File: config.mk
export PLATFORM = sky130hd
export DESIGN_NAME = deadband_change_logger
export DESIGN_NICKNAME = d
export VERILOG_FILES = /design/src/rtl/dcl_pkg.sv /design/src/rtl/deadband_change_logger.sv /design/src/rtl/dcl_front.sv /design/src/rtl/dcl_queue.sv /design/src/rtl/dcl_back.sv
export SDC_FILE = /design/constraint.sdc
export NUM_CORES = 2
export LEC_CHECK = 0
export ABC_AREA = 1
export BUFFER_PORTS_ARGS = -buffer_cell sky130_fd_sc_hd__buf_2
export CORE_ASPECT_RATIO = 1.4
export CORE_MARGIN = 1
export CORE_UTILIZATION = 64
export CTS_BUF_LIST = sky130_fd_sc_hd__clkbuf_4 sky130_fd_sc_hd__clkbuf_8
export DETAILED_ROUTE_END_ITERATION = 10
export GPL_ROUTABILITY_DRIVEN = 0
export PLACE_DENSITY_LB_ADDON = 0.08
export SLEW_MARGIN = 20
export SYNTH_ARGS = -nofsm -noshare
export SYNTH_HDL_FRONTEND = slang
export SYNTH_SLANG_ARGS = --single-unit
File: constraint.sdc
create_clock -name clk -period 19.6 [get_ports clk]
set_input_delay 4.9 -clock clk [delete_from_list [all_inputs] [get_ports clk]]
set_output_delay 4.9 -clock clk [all_outputs]
set_load 0.05 [all_outputs]
File: src/rtl/dcl_pkg.sv
// Shared types and constants of the deadband change logger.
package dcl_pkg;

	localparam int VAL_W = 64;
	localparam int TIME_W = 48;
	localparam int TO_W = 32;
	localparam int DB_W = 64;
	localparam int KIND_W = 3;
	localparam int CFG_IDX_W = 8;
	localparam int CFG_DATA_W = 64;

	// register indexes of the configuration port
	localparam logic [CFG_IDX_W-1:0] CFG_TRIGGER_MODE = 8'd0;
	localparam logic [CFG_IDX_W-1:0] CFG_DEADBAND = 8'd1;
	localparam logic [CFG_IDX_W-1:0] CFG_TIMEOUT = 8'd2;
	localparam logic [CFG_IDX_W-1:0] CFG_DATA_KIND = 8'd3;

	// trigger modes
	localparam logic MODE_WRITE = 1'b0;
	localparam logic MODE_CHANGE = 1'b1;

	// size field of data_kind (bits 2:1); bit 0 marks a signed kind
	localparam logic [1:0] SZ_8 = 2'd0;
	localparam logic [1:0] SZ_16 = 2'd1;
	localparam logic [1:0] SZ_32 = 2'd2;
	localparam logic [1:0] SZ_64 = 2'd3;

	localparam logic [KIND_W-1:0] KIND_RESET = 3'd5;

	// decoupling queue between front and back
	localparam int QDEPTH = 2;
	localparam int QPTR_W = $clog2(QDEPTH);
	localparam int QCNT_W = $clog2(QDEPTH + 1);

	typedef struct packed {
		logic [VAL_W-1:0] sample_bits;
		logic [TIME_W-1:0] sample_time;
	} in_item_t;

	typedef struct packed {
		logic [VAL_W-1:0] record_value;
		logic [TIME_W-1:0] record_time;
		logic record_is_gap;
		logic last_of_run;
	} rec_item_t;

	// one classified sample: optional leading record, then the sample itself
	typedef struct packed {
		logic has_first;
		logic first_is_gap;
		logic [VAL_W-1:0] first_value;
		logic [TIME_W-1:0] first_time;
		logic [VAL_W-1:0] sample_value;
		logic [TIME_W-1:0] sample_time;
	} q_entry_t;

endpackage

File: src/rtl/deadband_change_logger.sv
// Top level of the deadband change logger: front, queue and back.
// The first record of a sample is registered in the queue and then in the back end's output register.
// Throughput: one request per cycle into a two-entry queue while the queue is not full;
// the back end emits one record per cycle unless the output stalls, a sample with a
// leading record giving two records there, and a suppressed sample never enters the queue.
// Reset: change mode, deadband 0, timeout off, kind s32; logger state cleared.
module deadband_change_logger #(
	parameter int VALUE_BYTES = 8,
	parameter int TIME_BITS = 48
) (
	input logic clk,
	input logic arst_n,
	input logic cfg_valid,
	output logic cfg_ready,
	input logic [dcl_pkg::CFG_IDX_W-1:0] cfg_index,
	input logic [dcl_pkg::CFG_DATA_W-1:0] cfg_data,
	input logic in_valid,
	output logic in_ready,
	input dcl_pkg::in_item_t in_data,
	output logic out_valid,
	input logic out_ready,
	output dcl_pkg::rec_item_t out_data
);
	import dcl_pkg::*;

	// front to queue
	logic push_valid, push_ready;
	q_entry_t push_entry;
	// queue to back
	logic pop_valid, pop;
	q_entry_t pop_entry;

	// register writes never stall
	assign cfg_ready = 1'b1;

	// Front: decides per request whether it yields zero, one or two records
	// and updates the compare, held and last-time state in the same cycle,
	// so the next request sees it at once.
	dcl_front #(
		.VALUE_BYTES(VALUE_BYTES),
		.TIME_BITS(TIME_BITS)
	) u_front (
		.clk(clk),
		.arst_n(arst_n),
		.cfg_we(cfg_valid && cfg_ready),
		.cfg_index(cfg_index),
		.cfg_data(cfg_data),
		.in_valid(in_valid),
		.in_ready(in_ready),
		.in_data(in_data),
		.push_ready(push_ready),
		.push_valid(push_valid),
		.push_entry(push_entry)
	);

	// Queue: holds classified samples so the input keeps flowing while
	// the output side stalls, until both entries are taken.
	dcl_queue u_queue (
		.clk(clk),
		.arst_n(arst_n),
		.push_valid(push_valid),
		.push_ready(push_ready),
		.push_entry(push_entry),
		.pop_valid(pop_valid),
		.pop(pop),
		.pop_entry(pop_entry)
	);

	// Back: plays out the gap marker or held sample first, then the sample
	// itself flagged as the last of its run.
	dcl_back u_back (
		.clk(clk),
		.arst_n(arst_n),
		.q_valid(pop_valid),
		.q_entry(pop_entry),
		.q_pop(pop),
		.out_valid(out_valid),
		.out_ready(out_ready),
		.out_data(out_data)
	);

endmodule

File: src/rtl/dcl_front.sv
// Front end: configuration registers, sample classification and logger state.
module dcl_front #(
	parameter int VALUE_BYTES = 8,
	parameter int TIME_BITS = 48
) (
	input logic clk,
	input logic arst_n,
	input logic cfg_we,
	input logic [dcl_pkg::CFG_IDX_W-1:0] cfg_index,
	input logic [dcl_pkg::CFG_DATA_W-1:0] cfg_data,
	input logic in_valid,
	output logic in_ready,
	input dcl_pkg::in_item_t in_data,
	input logic push_ready,
	output logic push_valid,
	output dcl_pkg::q_entry_t push_entry
);
	import dcl_pkg::*;

	localparam int CAP_W = 8 * VALUE_BYTES;
	localparam logic [VAL_W-1:0] CAP_MASK = {VAL_W{1'b1}} >> (VAL_W - CAP_W);
	localparam int TB = (TIME_BITS < TIME_W) ? TIME_BITS : TIME_W;
	localparam logic [TIME_W-1:0] TIME_MASK = {TIME_W{1'b1}} >> (TIME_W - TB);

	logic mode_q;
	logic [DB_W-1:0] deadband_q;
	logic [TO_W-1:0] timeout_q;
	logic [KIND_W-1:0] kind_q;
	logic [VAL_W-1:0] compare_q;
	logic [VAL_W-1:0] held_q;
	logic held_written_q;
	logic [TIME_W-1:0] last_time_q;

	logic [VAL_W-1:0] kind_mask, val_mask, top_mask, sample_r;
	logic [VAL_W-1:0] key_c, key_s, abs_diff, diff_ba;
	logic [VAL_W:0] diff_ab;
	logic changed, timed_out, is_change, emit, accept;
	logic [TIME_W-1:0] now, timeout_ext, gap_time;
	logic [TIME_W:0] elapsed, gap_diff;

	// maps a value to an unsigned key of the same order at the current kind
	function automatic logic [VAL_W-1:0] order_key(input logic [VAL_W-1:0] x,
			input logic [VAL_W-1:0] mask, input logic [VAL_W-1:0] top, input logic sgn);
		logic [VAL_W-1:0] v;
		logic [VAL_W-1:0] ext;
		v = x & mask;
		ext = (sgn && (|(v & top))) ? (v | ~mask) : v;
		order_key = sgn ? {~ext[VAL_W-1], ext[VAL_W-2:0]} : ext;
	endfunction

	always_comb begin
		case (kind_q[2:1])
			SZ_8: kind_mask = {{(VAL_W-8){1'b0}}, {8{1'b1}}};
			SZ_16: kind_mask = {{(VAL_W-16){1'b0}}, {16{1'b1}}};
			SZ_32: kind_mask = {{(VAL_W-32){1'b0}}, {32{1'b1}}};
			SZ_64: kind_mask = {VAL_W{1'b1}};
			default: kind_mask = {VAL_W{1'b1}};
		endcase
		val_mask = kind_mask & CAP_MASK;
		top_mask = val_mask ^ (val_mask >> 1);
		sample_r = in_data.sample_bits & val_mask;

		key_c = order_key(compare_q, val_mask, top_mask, kind_q[0]);
		key_s = order_key(in_data.sample_bits, val_mask, top_mask, kind_q[0]);
		diff_ab = {1'b0, key_c} - {1'b0, key_s};
		diff_ba = key_s - key_c;
		abs_diff = diff_ab[VAL_W] ? diff_ba : diff_ab[VAL_W-1:0];
		changed = abs_diff >= deadband_q;

		// time going backwards counts as no elapsed time
		now = in_data.sample_time & TIME_MASK;
		timeout_ext = {{(TIME_W-TO_W){1'b0}}, timeout_q};
		elapsed = {1'b0, now} - {1'b0, last_time_q};
		timed_out = (timeout_q != '0) && !elapsed[TIME_W]
			&& (elapsed[TIME_W-1:0] > timeout_ext);
		gap_diff = {1'b0, now} - {1'b0, timeout_ext};
		gap_time = gap_diff[TIME_W] ? '0 : gap_diff[TIME_W-1:0];

		is_change = (mode_q == MODE_CHANGE);
		emit = timed_out || !is_change || changed;
		in_ready = push_ready;
		accept = in_valid && in_ready;
		push_valid = accept && emit;

		push_entry.has_first = timed_out || (is_change && changed && !held_written_q);
		push_entry.first_is_gap = timed_out;
		push_entry.first_value = timed_out ? '0 : (held_q & val_mask);
		push_entry.first_time = timed_out ? gap_time : last_time_q;
		push_entry.sample_value = sample_r;
		push_entry.sample_time = now;
	end

	always_ff @(posedge clk or negedge arst_n) begin
		if (!arst_n) begin
			mode_q <= MODE_CHANGE;
			deadband_q <= '0;
			timeout_q <= '0;
			kind_q <= KIND_RESET;
			compare_q <= '0;
			held_q <= '0;
			held_written_q <= 1'b1;
			last_time_q <= '0;
		end else begin
			if (cfg_we) begin
				case (cfg_index)
					CFG_TRIGGER_MODE: mode_q <= cfg_data[0];
					CFG_DEADBAND: deadband_q <= cfg_data[DB_W-1:0];
					CFG_TIMEOUT: timeout_q <= cfg_data[TO_W-1:0];
					CFG_DATA_KIND: kind_q <= cfg_data[KIND_W-1:0];
					default: ;
				endcase
			end
			if (accept) begin
				last_time_q <= now;
				if (timed_out) begin
					if (is_change) begin
						held_q <= sample_r;
						compare_q <= sample_r;
						held_written_q <= 1'b1;
					end
				end else if (is_change) begin
					if (changed) begin
						held_written_q <= 1'b1;
						compare_q <= sample_r;
					end else begin
						held_q <= sample_r;
						held_written_q <= 1'b0;
					end
				end
			end
		end
	end

endmodule

File: src/rtl/dcl_queue.sv
// Two-entry queue of classified samples between front and back.
module dcl_queue (
	input logic clk,
	input logic arst_n,
	input logic push_valid,
	output logic push_ready,
	input dcl_pkg::q_entry_t push_entry,
	output logic pop_valid,
	input logic pop,
	output dcl_pkg::q_entry_t pop_entry
);
	import dcl_pkg::*;

	q_entry_t mem_q [QDEPTH];
	logic [QPTR_W-1:0] wr_ptr_q, rd_ptr_q;
	logic [QCNT_W-1:0] count_q;
	logic do_push, do_pop;

	assign push_ready = (count_q != QCNT_W'(QDEPTH));
	assign pop_valid = (count_q != '0);
	assign pop_entry = mem_q[rd_ptr_q];
	assign do_push = push_valid && push_ready;
	assign do_pop = pop && pop_valid;

	always_ff @(posedge clk) begin
		if (do_push) begin
			mem_q[wr_ptr_q] <= push_entry;
		end
	end

	always_ff @(posedge clk or negedge arst_n) begin
		if (!arst_n) begin
			wr_ptr_q <= '0;
			rd_ptr_q <= '0;
			count_q <= '0;
		end else begin
			if (do_push) begin
				wr_ptr_q <= wr_ptr_q + 1'b1;
			end
			if (do_pop) begin
				rd_ptr_q <= rd_ptr_q + 1'b1;
			end
			if (do_push && !do_pop) begin
				count_q <= count_q + 1'b1;
			end else if (do_pop && !do_push) begin
				count_q <= count_q - 1'b1;
			end
		end
	end

`ifndef SYNTH
	a_count_bound: assert property (@(posedge clk) disable iff (!arst_n)
		count_q <= QCNT_W'(QDEPTH))
		else $error("queue count above depth");
	a_count_push: assert property (@(posedge clk) disable iff (!arst_n)
		do_push && !do_pop |=> count_q == $past(count_q) + 1'b1)
		else $error("queue count missed a push");
	a_empty_ptrs: assert property (@(posedge clk) disable iff (!arst_n)
		count_q == '0 |-> rd_ptr_q == wr_ptr_q)
		else $error("empty queue with pointers apart");
`endif

endmodule

File: src/rtl/dcl_back.sv
// Back end: expands queued samples into records behind an output register.
module dcl_back (
	input logic clk,
	input logic arst_n,
	input logic q_valid,
	input dcl_pkg::q_entry_t q_entry,
	output logic q_pop,
	output logic out_valid,
	input logic out_ready,
	output dcl_pkg::rec_item_t out_data
);
	import dcl_pkg::*;

	logic out_valid_q;
	rec_item_t out_data_q;
	logic phase_q;
	logic load, first_now;
	rec_item_t rec;

	assign out_valid = out_valid_q;
	assign out_data = out_data_q;

	always_comb begin
		load = !out_valid_q || out_ready;
		first_now = q_entry.has_first && !phase_q;
		q_pop = load && q_valid && !first_now;
		if (first_now) begin
			rec.record_value = q_entry.first_value;
			rec.record_time = q_entry.first_time;
			rec.record_is_gap = q_entry.first_is_gap;
			rec.last_of_run = 1'b0;
		end else begin
			rec.record_value = q_entry.sample_value;
			rec.record_time = q_entry.sample_time;
			rec.record_is_gap = 1'b0;
			rec.last_of_run = 1'b1;
		end
	end

	always_ff @(posedge clk) begin
		if (load && q_valid) begin
			out_data_q <= rec;
		end
	end

	always_ff @(posedge clk or negedge arst_n) begin
		if (!arst_n) begin
			out_valid_q <= 1'b0;
			phase_q <= 1'b0;
		end else if (load) begin
			out_valid_q <= q_valid;
			if (q_valid) begin
				phase_q <= first_now;
			end
		end
	end

`ifndef SYNTH
	a_gap_not_last: assert property (@(posedge clk) disable iff (!arst_n)
		out_valid_q && out_data_q.record_is_gap |-> !out_data_q.last_of_run)
		else $error("gap marker closed a run");
	a_run_continues: assert property (@(posedge clk) disable iff (!arst_n)
		out_valid_q && out_ready && !out_data_q.last_of_run |=> out_valid_q)
		else $error("run ended without its sample record");
	a_phase_head: assert property (@(posedge clk) disable iff (!arst_n)
		phase_q |-> q_valid && q_entry.has_first)
		else $error("second record pending with no queued sample");
`endif

endmodule

==> flow_metrics.py <==
metrics = {
    "yosys": {
        "yosys_most_used_dff": "edfxtp_1",
        "syn-cell-area_sq_um": 50640,
        "synthArstFlopShare_pct": 33.33,
        "synth_top_area_share_pct": 33.57,
        "netlist_instances": 5872,
        "ys_warn_count": 0,
        "yosys-top-cells-area": "edfxtp_1, dfrtp_1, nand2_1",
        "synthDistinctLibCells": 60,
        "synth_nets": 6369,
        "synthTopCellsByCount": "nand2_1, inv_1, edfxtp_1",
        "post-synth-top-count-cell": "nand2_1",
        "seq_area_frac_synth_pct": 47.56,
        "ys_ff_latch": 849,
        "syn_avg_cell_area_sq_um": 8.623,
        "synth_edf_count": 566,
        "synth_top_area_cell": "edfxtp_1",
    },
    "timing": {
        "relSlewSlack_pct": 17.18,
        "rsz0062_at_grt": "false",
        "finalHoldViolations": 0,
        "period_share_pct": 69.62,
        "max_freq_ghz": 0.07329,
        "setup_viol": 0,
        "finClkSkew_ps": 41.94,
        "worst_pin_slew_ps": 1229,
        "post-route-min-period_ps": 13650,
        "tns_ps": 0,
        "final_max_slew_viol_count": 0,
    },
    "route": {
        "wl_um": 153300,
        "num_vias": 42900,
        "drt_iter0_drc": 4344,
        "wl_per_cell_um": 20.97,
        "avgViaCountPerCell": 5.867,
        "ant_nets": 0,
        "drc_errors": 0,
        "drt_pass1_iterations": 7,
    },
    "cts": {
        "clk_pin_slew_ps": 60,
        "root_buffer": "clkbuf_8",
        "cts.path.max_buffers": 3,
        "post_cts_buffers": 0,
        "htree_levels": 3,
        "cts_hold_buf": 0,
        "cts_resized": 0,
        "cts_sinks": 849,
        "insertion_delay_ps": 810,
        "cts_tree": "yes",
        "numCtsBuffers": 118,
    },
    "global_route": {
        "grtUsageTotal_pct": 38.22,
        "antenna_found_initial": 26,
        "grt_max_degree": 164,
        "grt_pass1_vias": 41790,
        "grt_pass1_wl_um": 230300,
        "grt-ovfl-total": 0,
    },
    "finish": {
        "final_area_sq_um": 55640,
        "regArea_sq_um": 24090,
        "final_cells": 7312,
        "fin_nets": 6647,
        "fillers": 6163,
        "multiInputGateArea_sq_um": 22340,
        "syn2layout_area_growth_pct": 9.874,
        "drive_gt1_share_pct": 13.51,
    },
    "pwr": {
        "power_density_nw_per_um2": 153.7,
        "ir_drop_mv": 0.1090,
        "p_leak_nw": 26.41,
    },
    "setup_path": {
        "crit_top_cell": "nand2_1",
        "cp_slowest_stage_delay_ps": 850,
        "required_ps": 20020,
        "criticalPathCategory": "in2reg",
        "cp_top_family": "simple AND/OR/NAND/NOR gates",
        "cp-start-kind": "primary input",
        "cp_max_fo": 112,
        "crit_slowest_cell": "buf_4",
        "worst_setup_path_end_kind": "register",
        "cp_num_buf_inv": 7,
        "worstPathArrival_ps": 14060,
    },
    "die": {
        "initial_core_util_pct": 64.94,
        "coreArea_sq_um": 77970,
        "fp.dieArea_sq_um": 80260,
        "io_pins": 306,
        "fp.dieH_um": 334.8,
        "die_x_um": 239.7,
        "rows": 121,
    },
    "placed_design": {
        "dpl.hpwl_um": 112000,
        "placedCellCount": 7075,
        "io_buffers": 304,
        "place_area_sq_um": 52930,
    },
    "status": {
        "status": "complete, no violations",
    },
    "job": {
        "maxCapViolCount": 0,
    },
    "hold_path": {
        "hp-class": "reg2reg",
    },
}
[power breakdown]
group          total (mW)  switching [mW]  internal [mW]  leakage, nW
registers            2.70           0.165           2.54         9.06
clock network        1.51           0.703          0.807         1.42
logic                4.34            3.09           1.24         15.9
total                8.55            3.96           4.59         26.4
[layer usage]
metal / vias up / share of wire, % / global-route usage (%) / routed length (um)
met4: 22 / 8.9 / 29.98 / 13630
met2: 2088 / 48 / 64.25 / 73660
met3: 714 / 8.6 / 8.166 / 13120
met1: 19960 / 34 / 41.84 / 52780
met5: - / 0.097 / 0 / 149
li1: 20110 / - / - / -
[kinds of logic (layout without fill, tap and decap cells)]
family,after synthesis,count (layout),share of synthesized area (%)
DFF,849,849,47.56
muxes,112,112,2.214
AOI/OAI and AO/OA,1353,1353,15.09
buffers and inverters,1080,1464,8.468
xor gates and xnor gates,114,114,1.972
other,1,12,0.007406
adders and majority gates,308,308,7.670
and+or+nand+nor,2055,2055,17.02
[final cells by class]
cell class                 instances  area share, %
antenna                           11        0.04948
timing repair buffer             337          3.265
sequential                       849          43.29
clock inverter                    39         0.7466
inverter                         901          6.097
clock buffer                     187          4.041
multi-input combinational       3943          40.16
tap                             1045          2.350
[worst paths after layout]
check / start / endpoint / slack (ps) / cells past startpoint
setup / recovery: in_data[79] / u_queue.mem_q[0][213] / 5950 / 32
hold / removal: u_queue.count_q[0] / u_queue.count_q[0] / 480 / 1
setup reg to reg: u_front.kind_q[2] / u_queue.mem_q[0][213] / 7310 / 34
hold reg to reg: u_queue.count_q[0] / u_queue.count_q[0] / 480 / 1
max in group asynchronous: arst_n / u_queue.rd_ptr_q / 13950 / 2
min in group asynchronous: arst_n / u_front.deadband_q[49] / 4060 / 1
[sequential cells by signal (all words and copies together), names as in the netlist]
register / flops
u_queue.count_q: 2
u_back.out_valid: 1
u_queue.mem_q: 452
u_front.held_written_q: 1
u_front.deadband_q: 64
u_back.phase_q: 1
u_queue.rd_ptr_q: 1
u_back.out_data: 114
u_queue.wr_ptr_q: 1
u_front.timeout_q: 32
u_front.last_time_q: 48
u_front.kind_q: 3
u_front.is_change: 1
u_front.compare_q: 64
u_front.held_q: 64
[cell usage in the layout, fill, tap and decap left out, types with 8 or more instances in the layout]
| cell type | count |
|---|---|
| o21ai_0 | 528 |
| buf_2 | 303 |
| diode_2 | 11 |
| a21o_1 | 19 |
| edfxtp_1 | 566 |
| xor2_1 | 74 |
| nor3_1 | 32 |
| o21bai_1 | 24 |
| a31oi_1 | 12 |
| clkbuf_4 | 52 |
| or2_2 | 136 |
| o21ai_1 | 82 |
| clkinv_2 | 16 |
| xnor2_1 | 40 |
| inv_2 | 8 |
| o21ai_2 | 50 |
| o31ai_1 | 19 |
| o21a_1 | 32 |
| o211ai_1 | 127 |
| buf_4 | 30 |
| clkinv_1 | 14 |
| nand4_1 | 28 |
| clkbuf_8 | 135 |
| nand2_2 | 59 |
| ha_1 | 304 |
| inv_1 | 886 |
| nor2_1 | 457 |
| nor4_1 | 14 |
| mux2i_1 | 112 |
| nand2_1 | 1173 |
| dfrtp_1 | 278 |
| nor2_2 | 11 |
| nand3_1 | 118 |
| a21oi_1 | 424 |
[per-stage QoR]
stage	total power, mW	utilization (%)	hold slack, ps	setup slack, ps
after floorplan	5.766	-	441.9	125.2
after global placement	6.806	67.89	456.7	5971
after detailed placement	6.896	67.89	466.6	5613
after CTS	8.408	71.31	480.3	6443
after global routing	9.022	71.33	497.9	5743
final	8.551	71.36	476.9	5955
(Power assumes the default switching activity.)
